### src/design/epd_pkg.sv
// ---------------------------------------------------------------------------
// epd_pkg
// widths, constants and codes of the endless pot position decoder
// ---------------------------------------------------------------------------
package epd_pkg;

	localparam int SAMPLE_W   = 12;
	localparam int DEADBAND_W = 8;
	localparam int TURN_W     = 19;
	localparam int POS_W      = 32;
	localparam int TURN_SHIFT = 13;
	localparam int BLEND_SHIFT = 11;
	localparam int VA_W       = 14;
	localparam int VB_W       = 13;
	localparam int PROD_A_W   = VA_W + SAMPLE_W;
	localparam int PROD_B_W   = VB_W + SAMPLE_W;
	localparam int SUM_W      = PROD_A_W + 1;
	localparam int BLEND_W    = SUM_W - BLEND_SHIFT;
	localparam int IN_DATA_W  = 24;
	localparam int OUT_DATA_W = 64;

	localparam logic [DEADBAND_W-1:0] DEADBAND_RESET = 8'd10;
	localparam logic [SAMPLE_W-1:0]   MID_SCALE      = 12'd2048;
	localparam logic [VA_W-1:0]       FULL_TURN      = 14'd8192;
	localparam logic [VB_W-1:0]       VB_OFFSET      = 13'd2048;

	typedef logic [1:0] sector_t;

	// quadrant codes, clockwise
	localparam sector_t SECTOR_0 = 2'd0;
	localparam sector_t SECTOR_1 = 2'd1;
	localparam sector_t SECTOR_2 = 2'd2;
	localparam sector_t SECTOR_3 = 2'd3;

endpackage

### src/design/endless_pot_position_decoder_top.sv
// ---------------------------------------------------------------------------
// endless_pot_position_decoder_top
// Turns 12-bit sample pairs from the two wipers of an endless potentiometer
// into an absolute knob position of 8192 counts per turn. Each wiper sample
// passes a deadband lag filter (threshold set by cfg_wdata, reset 10); when
// either filtered value moves, the quadrant, whole-turn count and blended
// position are recomputed. Every input word yields exactly one output word:
// the updated flag in m_tuser, then position and the delta of the last
// recomputation in m_tdata. Position and turn count wrap in two's
// complement. One word is taken per clock unless s_tready is low. There
// are two registers, an input register and the result register, with the
// filter, sector, turn count, both blend multipliers and the position sum
// in one combinational pass between them: an accepted word moves into the
// result register once that register is empty or draining, and is offered
// on m_tdata from then on. s_tready drops only while both registers hold a
// word and m_tready is low. The filter and turn state close their loop in
// that single pass, so back-to-back words always see the state left by the
// one before.
// Write the deadband only while no words are in flight.
// ---------------------------------------------------------------------------
module endless_pot_position_decoder_top (
	input  logic                                   clk,
	input  logic                                   arst_n,
	// deadband register write
	input  logic                                   cfg_we,
	input  logic [epd_pkg::DEADBAND_W-1:0]         cfg_wdata,
	// sample pair stream
	input  logic                                   s_tvalid,
	output logic                                   s_tready,
	input  logic [epd_pkg::IN_DATA_W-1:0]          s_tdata,  // wiper_a_sample, wiper_b_sample
	// position stream
	output logic                                   m_tvalid,
	input  logic                                   m_tready,
	output logic [epd_pkg::OUT_DATA_W-1:0]         m_tdata,  // position, delta
	output logic                                   m_tuser   // updated
);

	// filter result for one wiper
	typedef struct packed {
		logic                          changed;
		logic [epd_pkg::SAMPLE_W-1:0]  value;
	} lag_t;

	function automatic lag_t lag_filter(
		input logic [epd_pkg::SAMPLE_W-1:0]   sample,
		input logic [epd_pkg::SAMPLE_W-1:0]   smooth,
		input logic [epd_pkg::DEADBAND_W-1:0] db
	);
		logic                         above;
		logic [epd_pkg::SAMPLE_W-1:0] diff;
		logic [epd_pkg::SAMPLE_W-1:0] db_ext;
		lag_t                         res;
		above  = sample > smooth;
		diff   = above ? (sample - smooth) : (smooth - sample);
		db_ext = {{(epd_pkg::SAMPLE_W-epd_pkg::DEADBAND_W){1'b0}}, db};
		res.changed = diff > db_ext;
		// follow to within deadband of the sample; cannot underflow when above
		if (res.changed) begin
			res.value = above ? (sample - db_ext) : sample;
		end else begin
			res.value = smooth;
		end
		return res;
	endfunction

	// configuration
	logic [epd_pkg::DEADBAND_W-1:0] deadband_q;

	// decoder state
	logic [epd_pkg::SAMPLE_W-1:0] smooth_a_q;
	logic [epd_pkg::SAMPLE_W-1:0] smooth_b_q;
	epd_pkg::sector_t             last_sector_q;
	logic [epd_pkg::TURN_W-1:0]   turn_q;

	// stage 1: input register
	logic                         valid_s1;
	logic [epd_pkg::SAMPLE_W-1:0] a_s1;
	logic [epd_pkg::SAMPLE_W-1:0] b_s1;

	// result register; position and delta double as decoder state
	logic                         out_valid_q;
	logic                         updated_q;
	logic [epd_pkg::POS_W-1:0]    position_q;
	logic [epd_pkg::POS_W-1:0]    delta_q;

	// flow control: a register loads when it is empty or draining
	logic adv_out;
	logic fire1;

	assign adv_out  = !out_valid_q || m_tready;
	assign s_tready = !valid_s1 || adv_out;
	assign fire1    = valid_s1 && adv_out;

	// single pass: filter, sector, turns, blend and position
	lag_t                         lag_a;
	lag_t                         lag_b;
	logic                         upd;
	logic                         a_hi;
	logic                         b_hi;
	epd_pkg::sector_t             sector;
	logic [epd_pkg::TURN_W-1:0]   turn_nxt;
	logic [epd_pkg::VA_W-1:0]     va;
	logic [epd_pkg::VB_W-1:0]     vb;
	logic [epd_pkg::SAMPLE_W-1:0] ratio;
	logic [epd_pkg::SAMPLE_W-1:0] weight;
	logic [epd_pkg::PROD_A_W-1:0] prod_a;
	logic [epd_pkg::PROD_B_W-1:0] prod_b;
	logic [epd_pkg::SUM_W-1:0]    blend_sum;
	logic [epd_pkg::BLEND_W-1:0]  blend;
	logic [epd_pkg::POS_W-1:0]    pos_nxt;

	always_comb begin
		lag_a = lag_filter(a_s1, smooth_a_q, deadband_q);
		lag_b = lag_filter(b_s1, smooth_b_q, deadband_q);
		upd   = lag_a.changed || lag_b.changed;

		// raw code {b_hi, a_hi} with the two upper codes swapped
		a_hi   = lag_a.value > epd_pkg::MID_SCALE;
		b_hi   = lag_b.value > epd_pkg::MID_SCALE;
		sector = {b_hi, a_hi ^ b_hi};

		// whole turns counted on wraps across the sector 3 / sector 0 edge
		turn_nxt = turn_q;
		if (last_sector_q == epd_pkg::SECTOR_0 && sector == epd_pkg::SECTOR_3) begin
			turn_nxt = turn_q - {{(epd_pkg::TURN_W-1){1'b0}}, 1'b1};
		end else if (last_sector_q == epd_pkg::SECTOR_3 && sector == epd_pkg::SECTOR_0) begin
			turn_nxt = turn_q + {{(epd_pkg::TURN_W-1){1'b0}}, 1'b1};
		end

		// wiper a mirrored in the upper half turn
		if (sector == epd_pkg::SECTOR_2 || sector == epd_pkg::SECTOR_3) begin
			va = epd_pkg::FULL_TURN - {2'b00, lag_a.value};
		end else begin
			va = {2'b00, lag_a.value};
		end

		// wiper b folded around mid scale, modulo one turn
		if (sector == epd_pkg::SECTOR_0 || sector == epd_pkg::SECTOR_3) begin
			vb = epd_pkg::VB_OFFSET - {1'b0, lag_b.value};
		end else begin
			vb = {1'b0, lag_b.value} + epd_pkg::VB_OFFSET;
		end

		// distance of wiper a from mid scale, 0..2048
		if (lag_a.value >= epd_pkg::MID_SCALE) begin
			ratio = lag_a.value - epd_pkg::MID_SCALE;
		end else begin
			ratio = epd_pkg::MID_SCALE - lag_a.value;
		end
		weight = epd_pkg::MID_SCALE - ratio;

		prod_a = {{epd_pkg::SAMPLE_W{1'b0}}, va} * {{epd_pkg::VA_W{1'b0}}, weight};
		prod_b = {{epd_pkg::SAMPLE_W{1'b0}}, vb} * {{epd_pkg::VB_W{1'b0}}, ratio};

		// final blend and position
		blend_sum = {1'b0, prod_a} + {2'b00, prod_b};
		blend     = blend_sum[epd_pkg::SUM_W-1:epd_pkg::BLEND_SHIFT];
		pos_nxt   = {turn_nxt, {epd_pkg::TURN_SHIFT{1'b0}}}
			+ {{(epd_pkg::POS_W-epd_pkg::BLEND_W){1'b0}}, blend};
	end

	// control and state registers
	always_ff @(posedge clk or negedge arst_n) begin
		if (!arst_n) begin
			deadband_q    <= epd_pkg::DEADBAND_RESET;
			smooth_a_q    <= '0;
			smooth_b_q    <= '0;
			last_sector_q <= epd_pkg::SECTOR_0;
			turn_q        <= '0;
			position_q    <= '0;
			delta_q       <= '0;
			valid_s1      <= 1'b0;
			out_valid_q   <= 1'b0;
		end else begin
			if (cfg_we) begin
				deadband_q <= cfg_wdata;
			end

			if (s_tready) begin
				valid_s1 <= s_tvalid;
			end
			if (adv_out) begin
				out_valid_q <= valid_s1;
			end

			// all decoder state moves as the word leaves the input register
			if (fire1) begin
				smooth_a_q <= lag_a.value;
				smooth_b_q <= lag_b.value;
				if (upd) begin
					last_sector_q <= sector;
					turn_q        <= turn_nxt;
					// prior position is the old position_q, so delta is formed here
					position_q    <= pos_nxt;
					delta_q       <= pos_nxt - position_q;
				end
			end
		end
	end

	// payload registers
	always_ff @(posedge clk) begin
		if (s_tready && s_tvalid) begin
			a_s1 <= s_tdata[epd_pkg::SAMPLE_W-1:0];
			b_s1 <= s_tdata[2*epd_pkg::SAMPLE_W-1:epd_pkg::SAMPLE_W];
		end
		if (fire1) begin
			updated_q <= upd;
		end
	end

	assign m_tvalid = out_valid_q;
	assign m_tuser  = updated_q;
	assign m_tdata  = {delta_q, position_q};

endmodule

### config.mk
export PLATFORM = sky130hd
export DESIGN_NAME = endless_pot_position_decoder_top
export DESIGN_NICKNAME = d
export VERILOG_FILES = /design/src/design/epd_pkg.sv /design/src/design/endless_pot_position_decoder_top.sv
export SDC_FILE = /design/constraint.sdc
export NUM_CORES = 1
export LEC_CHECK = 0
export ABC_CLOCK_PERIOD_IN_PS = 19900
export BUFFER_PORTS_ARGS = -buffer_cell sky130_fd_sc_hd__buf_4
export CAP_MARGIN = 5
export CORE_MARGIN = 3
export CORE_UTILIZATION = 37
export CTS_CLUSTER_SIZE = 25
export DETAILED_ROUTE_END_ITERATION = 7
export GPL_ROUTABILITY_DRIVEN = 0
export PLACE_DENSITY = 0.63
export SLEW_MARGIN = 20
export SYNTH_ARGS = -nofsm -noshare
export SYNTH_HDL_FRONTEND = slang
export SYNTH_SLANG_ARGS = --single-unit
### constraint.sdc
create_clock -name clk -period 19.9 [get_ports clk]
set_input_delay 0.995 -clock clk [delete_from_list [all_inputs] [get_ports clk]]
set_output_delay 0.995 -clock clk [all_outputs]
set_load 0.05 [all_outputs]
[Yosys cells after proc, flatten, opt, wreduce, memory -nomap -nowiden]
Index checks and enable logic that the tools add are counted.
Operators by class
  bitwise logic cells: 1
  mux-type cells: 11
  $add $sub $neg: 17
  $lt $le $gt $ge: 7
  reductions and logical operators: 14
  equality and inequality tests: 3
  multipliers: 2
Operators by type and width (count)
  two-way mux 12 bit: 7
  subtractor 12 bit: 4
  two-way mux 19 bit: 2
  adder 32 x 16 -> 32 bit: 1
  subtractor 32 bit: 1
  adder 26 x 25 -> 27 bit: 1
  multiplier 14 x 12 -> 26 bit: 1
  multiplier 13 x 12 -> 25 bit: 1
  greater-than comparator 12 bit: 2
  greater-than comparator 12 bit, second input constant: 2
  greater-than comparator 12 x 8 -> 1 bit: 2
  subtractor 12 bit, first input constant: 2
  subtractor 12 x 8 -> 12 bit: 2
  adder 19 x 1 -> 19 bit, second input constant: 1
  subtractor 19 x 1 -> 19 bit, second input constant: 1
  two-way mux 14 bit: 1
  subtractor 14 x 12 -> 14 bit, first input constant: 1
  adder 12 x 12 -> 13 bit, second input constant: 1
  two-way mux 13 bit: 1
  subtractor 12 x 12 -> 13 bit, first input constant: 1
  >= comparator 12 bit, second input constant: 1
  subtractor 12 bit, second input constant: 1
  == test 2 bit, second input constant: 3
  logical OR 1 bit: 5
  5 further kinds: 10
Word-level totals
  logic and storage cells: 67
  input port bits: 37
  output and inout port bits: 67
  register bits after elaboration: 144

[Logic depth before layout (Yosys ltp)]
Gate-level depths: netlist of the first run.
  depth after elaboration: 13
  depth in mapped cells: 80
  mapped depth without buffers: 74

[Worst setup path before layout of the first run]
Ideal clock, no wire load.
  path type: reg2reg
  start point: reg a_s1[0] in the netlist's numbering
  end point: reg delta_q[29] in the netlist's numbering
  data arrival time: 15755 ps
  path slack: 4011 ps
  library setup time: 134 ps
  path buffers: 5
  cell stages (with the launch flop): 72
  path through: edfxtp_1 -> inv_1 -> ha_1 -> inv_1 -> fa_1 -> a221o_1 -> a21o_1 -> o21ai_2 -> clkbuf_1 -> mux2_2 -> ha_1 -> nor2b_1 -> o21ai_0 -> nand2b_1 -> a21oi_1 -> o21ai_0 -> a222oi_1 -> nand4b_1 -> [36 not listed] -> xor2_1 -> inv_1 -> fa_1 -> inv_1 -> a21oi_1 -> nor3_1 -> xnor2_1 -> ha_1 -> nand2_1 -> nor2_1 -> nand2_1 -> o21ai_0 -> a211oi_1 -> o31ai_1 -> o41a_1 -> a31oi_1 -> xor2_1 -> o21ai_0
Between the ends
  word-level cells in the longest chain between the ends: 13
  elaborated cells between the ends (all ways): 34
  classes of those cells: add/sub (10); mul (2); order compare (4); eq/ne (2); mux (8); bitwise (1); reduce/logical (7)
RTL lines
  start, declared: RTL line endless_pot_position_decoder_top.sv:77  | logic [epd_pkg::SAMPLE_W-1:0] a_s1;
  start signal, assigned: RTL line endless_pot_position_decoder_top.sv:204  | a_s1 <= s_tdata[epd_pkg::SAMPLE_W-1:0];
  subtractor 12 bit / greater-than comparator 12 bit (equally long branches): RTL line endless_pot_position_decoder_top.sv:54, endless_pot_position_decoder_top.sv:53
  two-way mux 12 bit: RTL line endless_pot_position_decoder_top.sv:54  | diff = above ? (sample - smooth) : (smooth - sample);
  greater-than comparator 12 x 8 -> 1 bit: RTL line endless_pot_position_decoder_top.sv:56  | res.changed = diff > db_ext;
  two-way mux 12 bit *: RTL line endless_pot_position_decoder_top.sv:58  | if (res.changed) begin
  branches (longest 7 deep; another with adder 26 x 25 -> 27 bit)
  adder 32 x 16 -> 32 bit *: RTL line endless_pot_position_decoder_top.sv:159  | + {{(epd_pkg::POS_W-epd_pkg::BLEND_W){1'b0}}, blend};
  net pos_nxt, one bit: RTL line endless_pot_position_decoder_top.sv:110  | logic [epd_pkg::POS_W-1:0] pos_nxt;
  subtractor 32 bit *: RTL line endless_pot_position_decoder_top.sv:195  | delta_q <= pos_nxt - position_q;
  end signal, assigned: RTL line endless_pot_position_decoder_top.sv:195
  end, declared: RTL line endless_pot_position_decoder_top.sv:84  | logic [epd_pkg::POS_W-1:0] delta_q;
Mark *: on every way through the listed nets, which the timed path passes.
A chain may end at the register's enable or synchronous reset.

[Final worst setup path of the first run]
  start point: reg a_s1[0] in the netlist's numbering
  end point: reg delta_q[31] in the netlist's numbering
The elaborated chain is that of the path after synthesis.

==> reports/metrics.cfg, run 1 <==
[timing]
hold_viol = 0
slew_headroom = 0.243
clock_skew_ns = 0.0122
fin_crit_ns = 18.32
worst_pin_slew_ns = 1.13
rsz0062_at_grt = no
slew_viol_final = 0
fmax_ghz = 0.0546
setup_violations = 0
period_share = 0.921
final.setup.tns_ns = 0

[synth]
yosysWarnings = 0
yosysSeqAreaShare = 0.162
yosys_register_bits = 144
synth_edf_count = 25
syn-num-nets = 3274
ys_types = 87
syn_area_sq_um = 23100
synthFlopType = dfrtp_1
avgSynthCellArea_sq_um = 8.47
postSynth.asyncResetShare = 0.826
syn_inst = 2727

[clocking]
numCtsBuffers = 17
clk_pin_slew_worst_paths_ns = 0.06
clock_latency_ns = 0.48
clock_sinks = 144
cts-htree-levels = 4
cts_tree = yes
postCtsSetupRepairBufs = 0
cts_hold_buf = 0
clockBufferDepth = 2
clockRootBuffer = clkbuf_16
post_cts_resized = 0

[detailed_routing]
drtIter0Drc = 1060
drtAntennaViolNets = 0
routed_via_density = 5.05
num_vias = 18375
first_pass_iters = 8
drcViolationCount = 2
post_drt_wl_per_cell_um = 16.4
routed_wl_um = 59500

[floorplanning]
die_w_um = 256
start_util = 0.378
dieArea_sq_um = 65500
die_h_um = 256
design.core.area_sq_um = 61000
io_pins = 104
row_count = 90

[place]
placed_area_sq_um = 24800
hpwl_um = 47900
io_buffers = 103

[grt]
grt_max_degree = 75
antenna_found_initial = 0
grt_overflow = 0
grt_pass1_wl_um = 99200
track_usage = 0.188
grt_pass1_vias = 19124

[critical_path]
critPathMaxStageDelay_ns = 0.89
rr_endpoint = delta_q[31]
setup.reg_to_reg.worst_slack_ns = 1.58
crit_path_top_delay_cell = xnor2_1
r2r-start = a_s1[0]
end_kind = flip-flop
crit_arrival_ns = 18.65
worstSetupPathType = flip-flop to flip-flop
worstPathMaxFanout = 19
r2r_cells = 66
path_common_cell = inv_1
cp.required_ns = 20.23
crit_path_start_kind = flip-flop

[min_path]
min_from = delta_q[6]
hold_depth = 2
hp-class = flip-flop to flip-flop
min_to = delta_q[6]

[layout]
area_delta_synth_final_pct = 10.2
final-seq-area_sq_um = 3730
final_net_count = 3342
fill_cells = 6228
layout_common_cells = inv_1, fa_1, nand2_1
multi_input_area_sq_um = 17200
drive_above_1_share = 0.0912
final_common_cell = inv_1
fin_area_sq_um = 25500
insertedDiodeCount = 0

[outcome]
violations = DRC
status = finished, violations left

[flow_run]
drv_cap = 0

worst max-delay path, delay by kind of cell (launching register included):
family,cells,cell delay [ns]
AOI/OAI and AO/OA,23,6.05
muxes,1,0.42
DFF,1,0.44
buffers and inverters,12,1.24
and+or+nand+nor,12,2.68
adders and majority gates,14,5.94
xor gates and xnor gates,4,1.32
per-layer routing:
metal	global-route usage	up-vias	wire length (um)
li1	-	8866	-
met1	0.241	8982	26500
met2	0.318	417	28300
met3	0.0274	110	2350
met4	0.0751	0	2290
met5	0	-	0
how the worst max path moves through the flow:
stage	from	depth (start not counted)	slack [ns]	end
after CTS	a_s1[0]	68	1.57	delta_q[29]
final	a_s1[0]	66	1.58	delta_q[31]
after global placement	a_s1[0]	68	1.71	delta_q[29]
after floorplan	a_s1[0]	71	4.01	delta_q[29]
after global routing	a_s1[0]	72	0.06	delta_q[31]
after detailed placement	a_s1[0]	68	1.61	delta_q[29]
cells in the mapped netlist, types with 4 or more instances:
cell type | number | area [sq um]
nand2_1 | 266 | 998
xnor2_1 | 106 | 928
or3_1 | 16 | 100
or2_1 | 5 | 31.3
o21ai_1 | 6 | 30.0
clkbuf_1 | 75 | 282
nand3_1 | 32 | 160
nand3b_1 | 4 | 30.0
nor2_1 | 230 | 863
nor3b_1 | 8 | 60.1
o21ai_0 | 145 | 726
o31a_1 | 7 | 61.3
mux2i_1 | 19 | 190
a31oi_1 | 19 | 119
o21a_1 | 10 | 75.1
a21boi_0 | 6 | 45.0
nand4_1 | 17 | 106
o211ai_1 | 10 | 75.1
ha_1 | 226 | 2830
a21o_1 | 39 | 293
inv_1 | 495 | 1860
a21oi_1 | 131 | 656
and2_1 | 44 | 275
a211oi_1 | 20 | 150
edfxtp_1 | 25 | 751
nand2b_1 | 51 | 319
or2_2 | 27 | 169
nor2b_1 | 28 | 175
fa_1 | 284 | 5690
or4_1 | 5 | 37.5
o31ai_1 | 15 | 113
nor4_1 | 8 | 50.1
xor2_1 | 55 | 482
o21bai_1 | 11 | 82.6
buf_2 | 9 | 45.0
and4_1 | 5 | 43.8
and3_1 | 11 | 68.8
dfrtp_1 | 117 | 2930
nor3_1 | 41 | 205
mux2_2 | 28 | 315
flip-flops by register name, summed over array words and instances (netlist names):
register,cells
a_s1,12
b_s1,12
deadband_q,8
delta_q,32
last_sector_q,2
m_tuser,1
m_tvalid,1
position_q,32
smooth_a_q,12
smooth_b_q,12
turn_q,19
valid_s1,1
stage by stage:
step	hold WS [ns]	std cells	utilization	setup slack [ns]
after floorplan	0.450	2727	-	4.01
after global placement	0.469	3604	0.407	1.71
after detailed placement	0.474	3604	0.407	1.61
after CTS	0.488	3636	0.417	1.57
after global routing	0.509	3636	0.417	0.0633
final	0.487	3636	0.417	1.58
area by class of cell:
class	count	share of cell area
Clock buffer	18	0.0169
Clock inverter	14	0.00649
Inverter	497	0.0733
Multi-Input combinational cell	1995	0.675
Sequential cell	144	0.147
Tap cell	828	0.0407
Timing Repair Buffer	140	0.0414
cell families after synthesis:
logic type | Yosys count | synth area share
mux | 50 | 0.0241
xor+xnor | 161 | 0.0611
buf+inv | 588 | 0.0972
fa+ha+maj | 510 | 0.369
flops | 144 | 0.162
simple gates | 806 | 0.163
compound gates | 466 | 0.124
other cells | 2 | 0.000325
Power of run 1 is left out: the tool's default activity adds up to more than one toggle a clock period on the data nets, which glitch-free logic cannot reach.
==> inputs of run 2 (changes only) <==
- ABC_CLOCK_PERIOD_IN_PS: 19900 -> 15600
- CORE_MARGIN: 3 -> not set
- CORE_UTILIZATION: 37 -> 35
- PLACE_DENSITY: 0.63 -> 0.62
- clock period: 19.9 -> 15.6 ns (I/O delays scaled with it)
==> run 2 against run 1 <==
Effect of this change:
- the flow now finishes without violations
- highest routed layer unchanged
- routed wire length increased by 7.5%
- non-clock buffer count increased by 245
- worst setup slack got worse by 1.0 ns
- via count increased by 5.4%
- clock skew decreased by 0.0014 ns
- critical endpoint is now delta_q[29]
- global-route usage increased by 0.99 points
- flip-flop and latch count unchanged
- core utilization increased by 1.7 points
- cell area increased by 10%
==> reports/metrics.cfg, run 2 (synthesized netlist as in run 1, its figures left out) <==
[outcome]
status = completed

[clocking]
clockRootBuffer = clkbuf_16
clock_latency_ns = 0.49
clockBufferDepth = 2
cts-htree-levels = 4
cts_tree = yes
numCtsBuffers = 17
cts_hold_buf = 0
clock_sinks = 144
clk_pin_slew_worst_paths_ns = 0.07

[timing]
slew_headroom = 0.403
clock_skew_ns = 0.0108
whs_ns = 0.285
fmax_ghz = 0.0664
period_share = 0.965
slew_viol_final = 0
fin_crit_ns = 15.05
setup_violations = 0
hold_viol = 0
worst_pin_slew_ns = 0.890

[detailed_routing]
routed_via_density = 4.96
routed_wl_um = 64000
post_drt_wl_per_cell_um = 16.4
drcViolationCount = 0
drtIter0Drc = 1191
num_vias = 19375
first_pass_iters = 5
drtAntennaViolNets = 0

[layout]
final_common_cell = inv_1
final_net_count = 3587
drive_above_1_share = 0.201
area_delta_synth_final_pct = 21.8
largestRegisters = delta_q: 32 flops, position_q: 32 flops, turn_q: 19 flops
layout_common_cells = inv_1, buf_4, fa_1
insertedDiodeCount = 0
fin_area_sq_um = 28100
fin_util = 0.434

[critical_path]
worstPathMaxFanout = 7
path_buf_inv = 13
crit_path_start_kind = flip-flop
critPathMaxStageDelay_ns = 0.60
crit_path_top_delay_cell = fa_2
critical_path.top_delay_family = adder cells
worstSetupPathType = flip-flop to flip-flop
crit_arrival_ns = 15.39
cp.required_ns = 15.94
end_kind = flip-flop
path_common_cell = buf_4

[floorplanning]
design.core.area_sq_um = 64800
dieArea_sq_um = 67000
start_util = 0.356
row_count = 93
die_w_um = 259
die_h_um = 259
io_pins = 104

[place]
hpwl_um = 51900
placed_area_sq_um = 26600
io_buffers = 103

[grt]
antenna_found_initial = 0
grt_max_degree = 77
grt_overflow = 0
track_usage = 0.197
grt_pass1_wl_um = 105000
grt_pass1_vias = 20027

[min_path]
hp-class = input port to async pin

[flow_run]
drv_cap = 0

run 2: cell types whose count changed in the layout (fill, tap and decap cells not counted), sizes merged:
cell,change
buf,+245
clkbuf,+1
inv,-1
run 2: path summary, 6_finish.rpt:
check,depth (start not counted),slack (ns),end,start
max,69,0.55,delta_q[29],a_s1[0]
max in group asynchronous,2,13.98,smooth_a_q[5],arst_n
min in group clk,1,0.46,b_s1[5],s_tdata[17]
max reg2reg,69,0.55,delta_q[29],a_s1[0]
min,1,0.29,delta_q[15],arst_n
min reg2reg,2,0.49,delta_q[6],delta_q[6]
run 2: worst register-to-register path, delay by kind of cell (launching register included):
kind,cells,cell delay [ns]
adder cells (fa/ha/maj),14,5.37
AO/OA/AOI/OAI,22,4.26
AND/OR/NAND/NOR,13,2.10
buffers and inverters,13,1.43
XOR/XNOR,6,1.08
flip-flops,1,0.40
multiplexers,1,0.21
run 2: stage by stage:
| stage | setup slack (ns) | instances | setup TNS (ns) |
|---|---|---|---|
| floorplan | -0.00629 | 2727 | -0.00629 |
| global placement | 0.0244 | 3858 | 0 |
| detailed placement | -0.364 | 3858 | -1.79 |
| CTS | 0.00905 | 3891 | 0 |
| global route | -0.127 | 3908 | -0.535 |
| finish | 0.546 | 3908 | 0 |
run 2: layer usage:
metal	part of all wire	global-route usage	vias up
met1	0.44	0.251	9478
met4	0.032	0.0680	0
met2	0.49	0.342	428
li1	-	-	9363
met3	0.038	0.0259	106
met5	0	0	-
run 2: what timing repair did:
item,CTS,global route
setup endpoints to repair,8,17
buffers inserted,1,18
gates cloned,0,0
gates resized for setup,21,148
pin swaps,11,112
run 2: cell type report:
cell class              count  area [sq um]
repair buffers            385          2930
clock buffers              19           433
flip-flops and latches    144          3730
multi-input cells        1995         17900
inverters                 497          1870
fillers                  6271         36700
well taps                 855          1070
clock inverters            13           164
Power of run 2 is left out for the same reason.
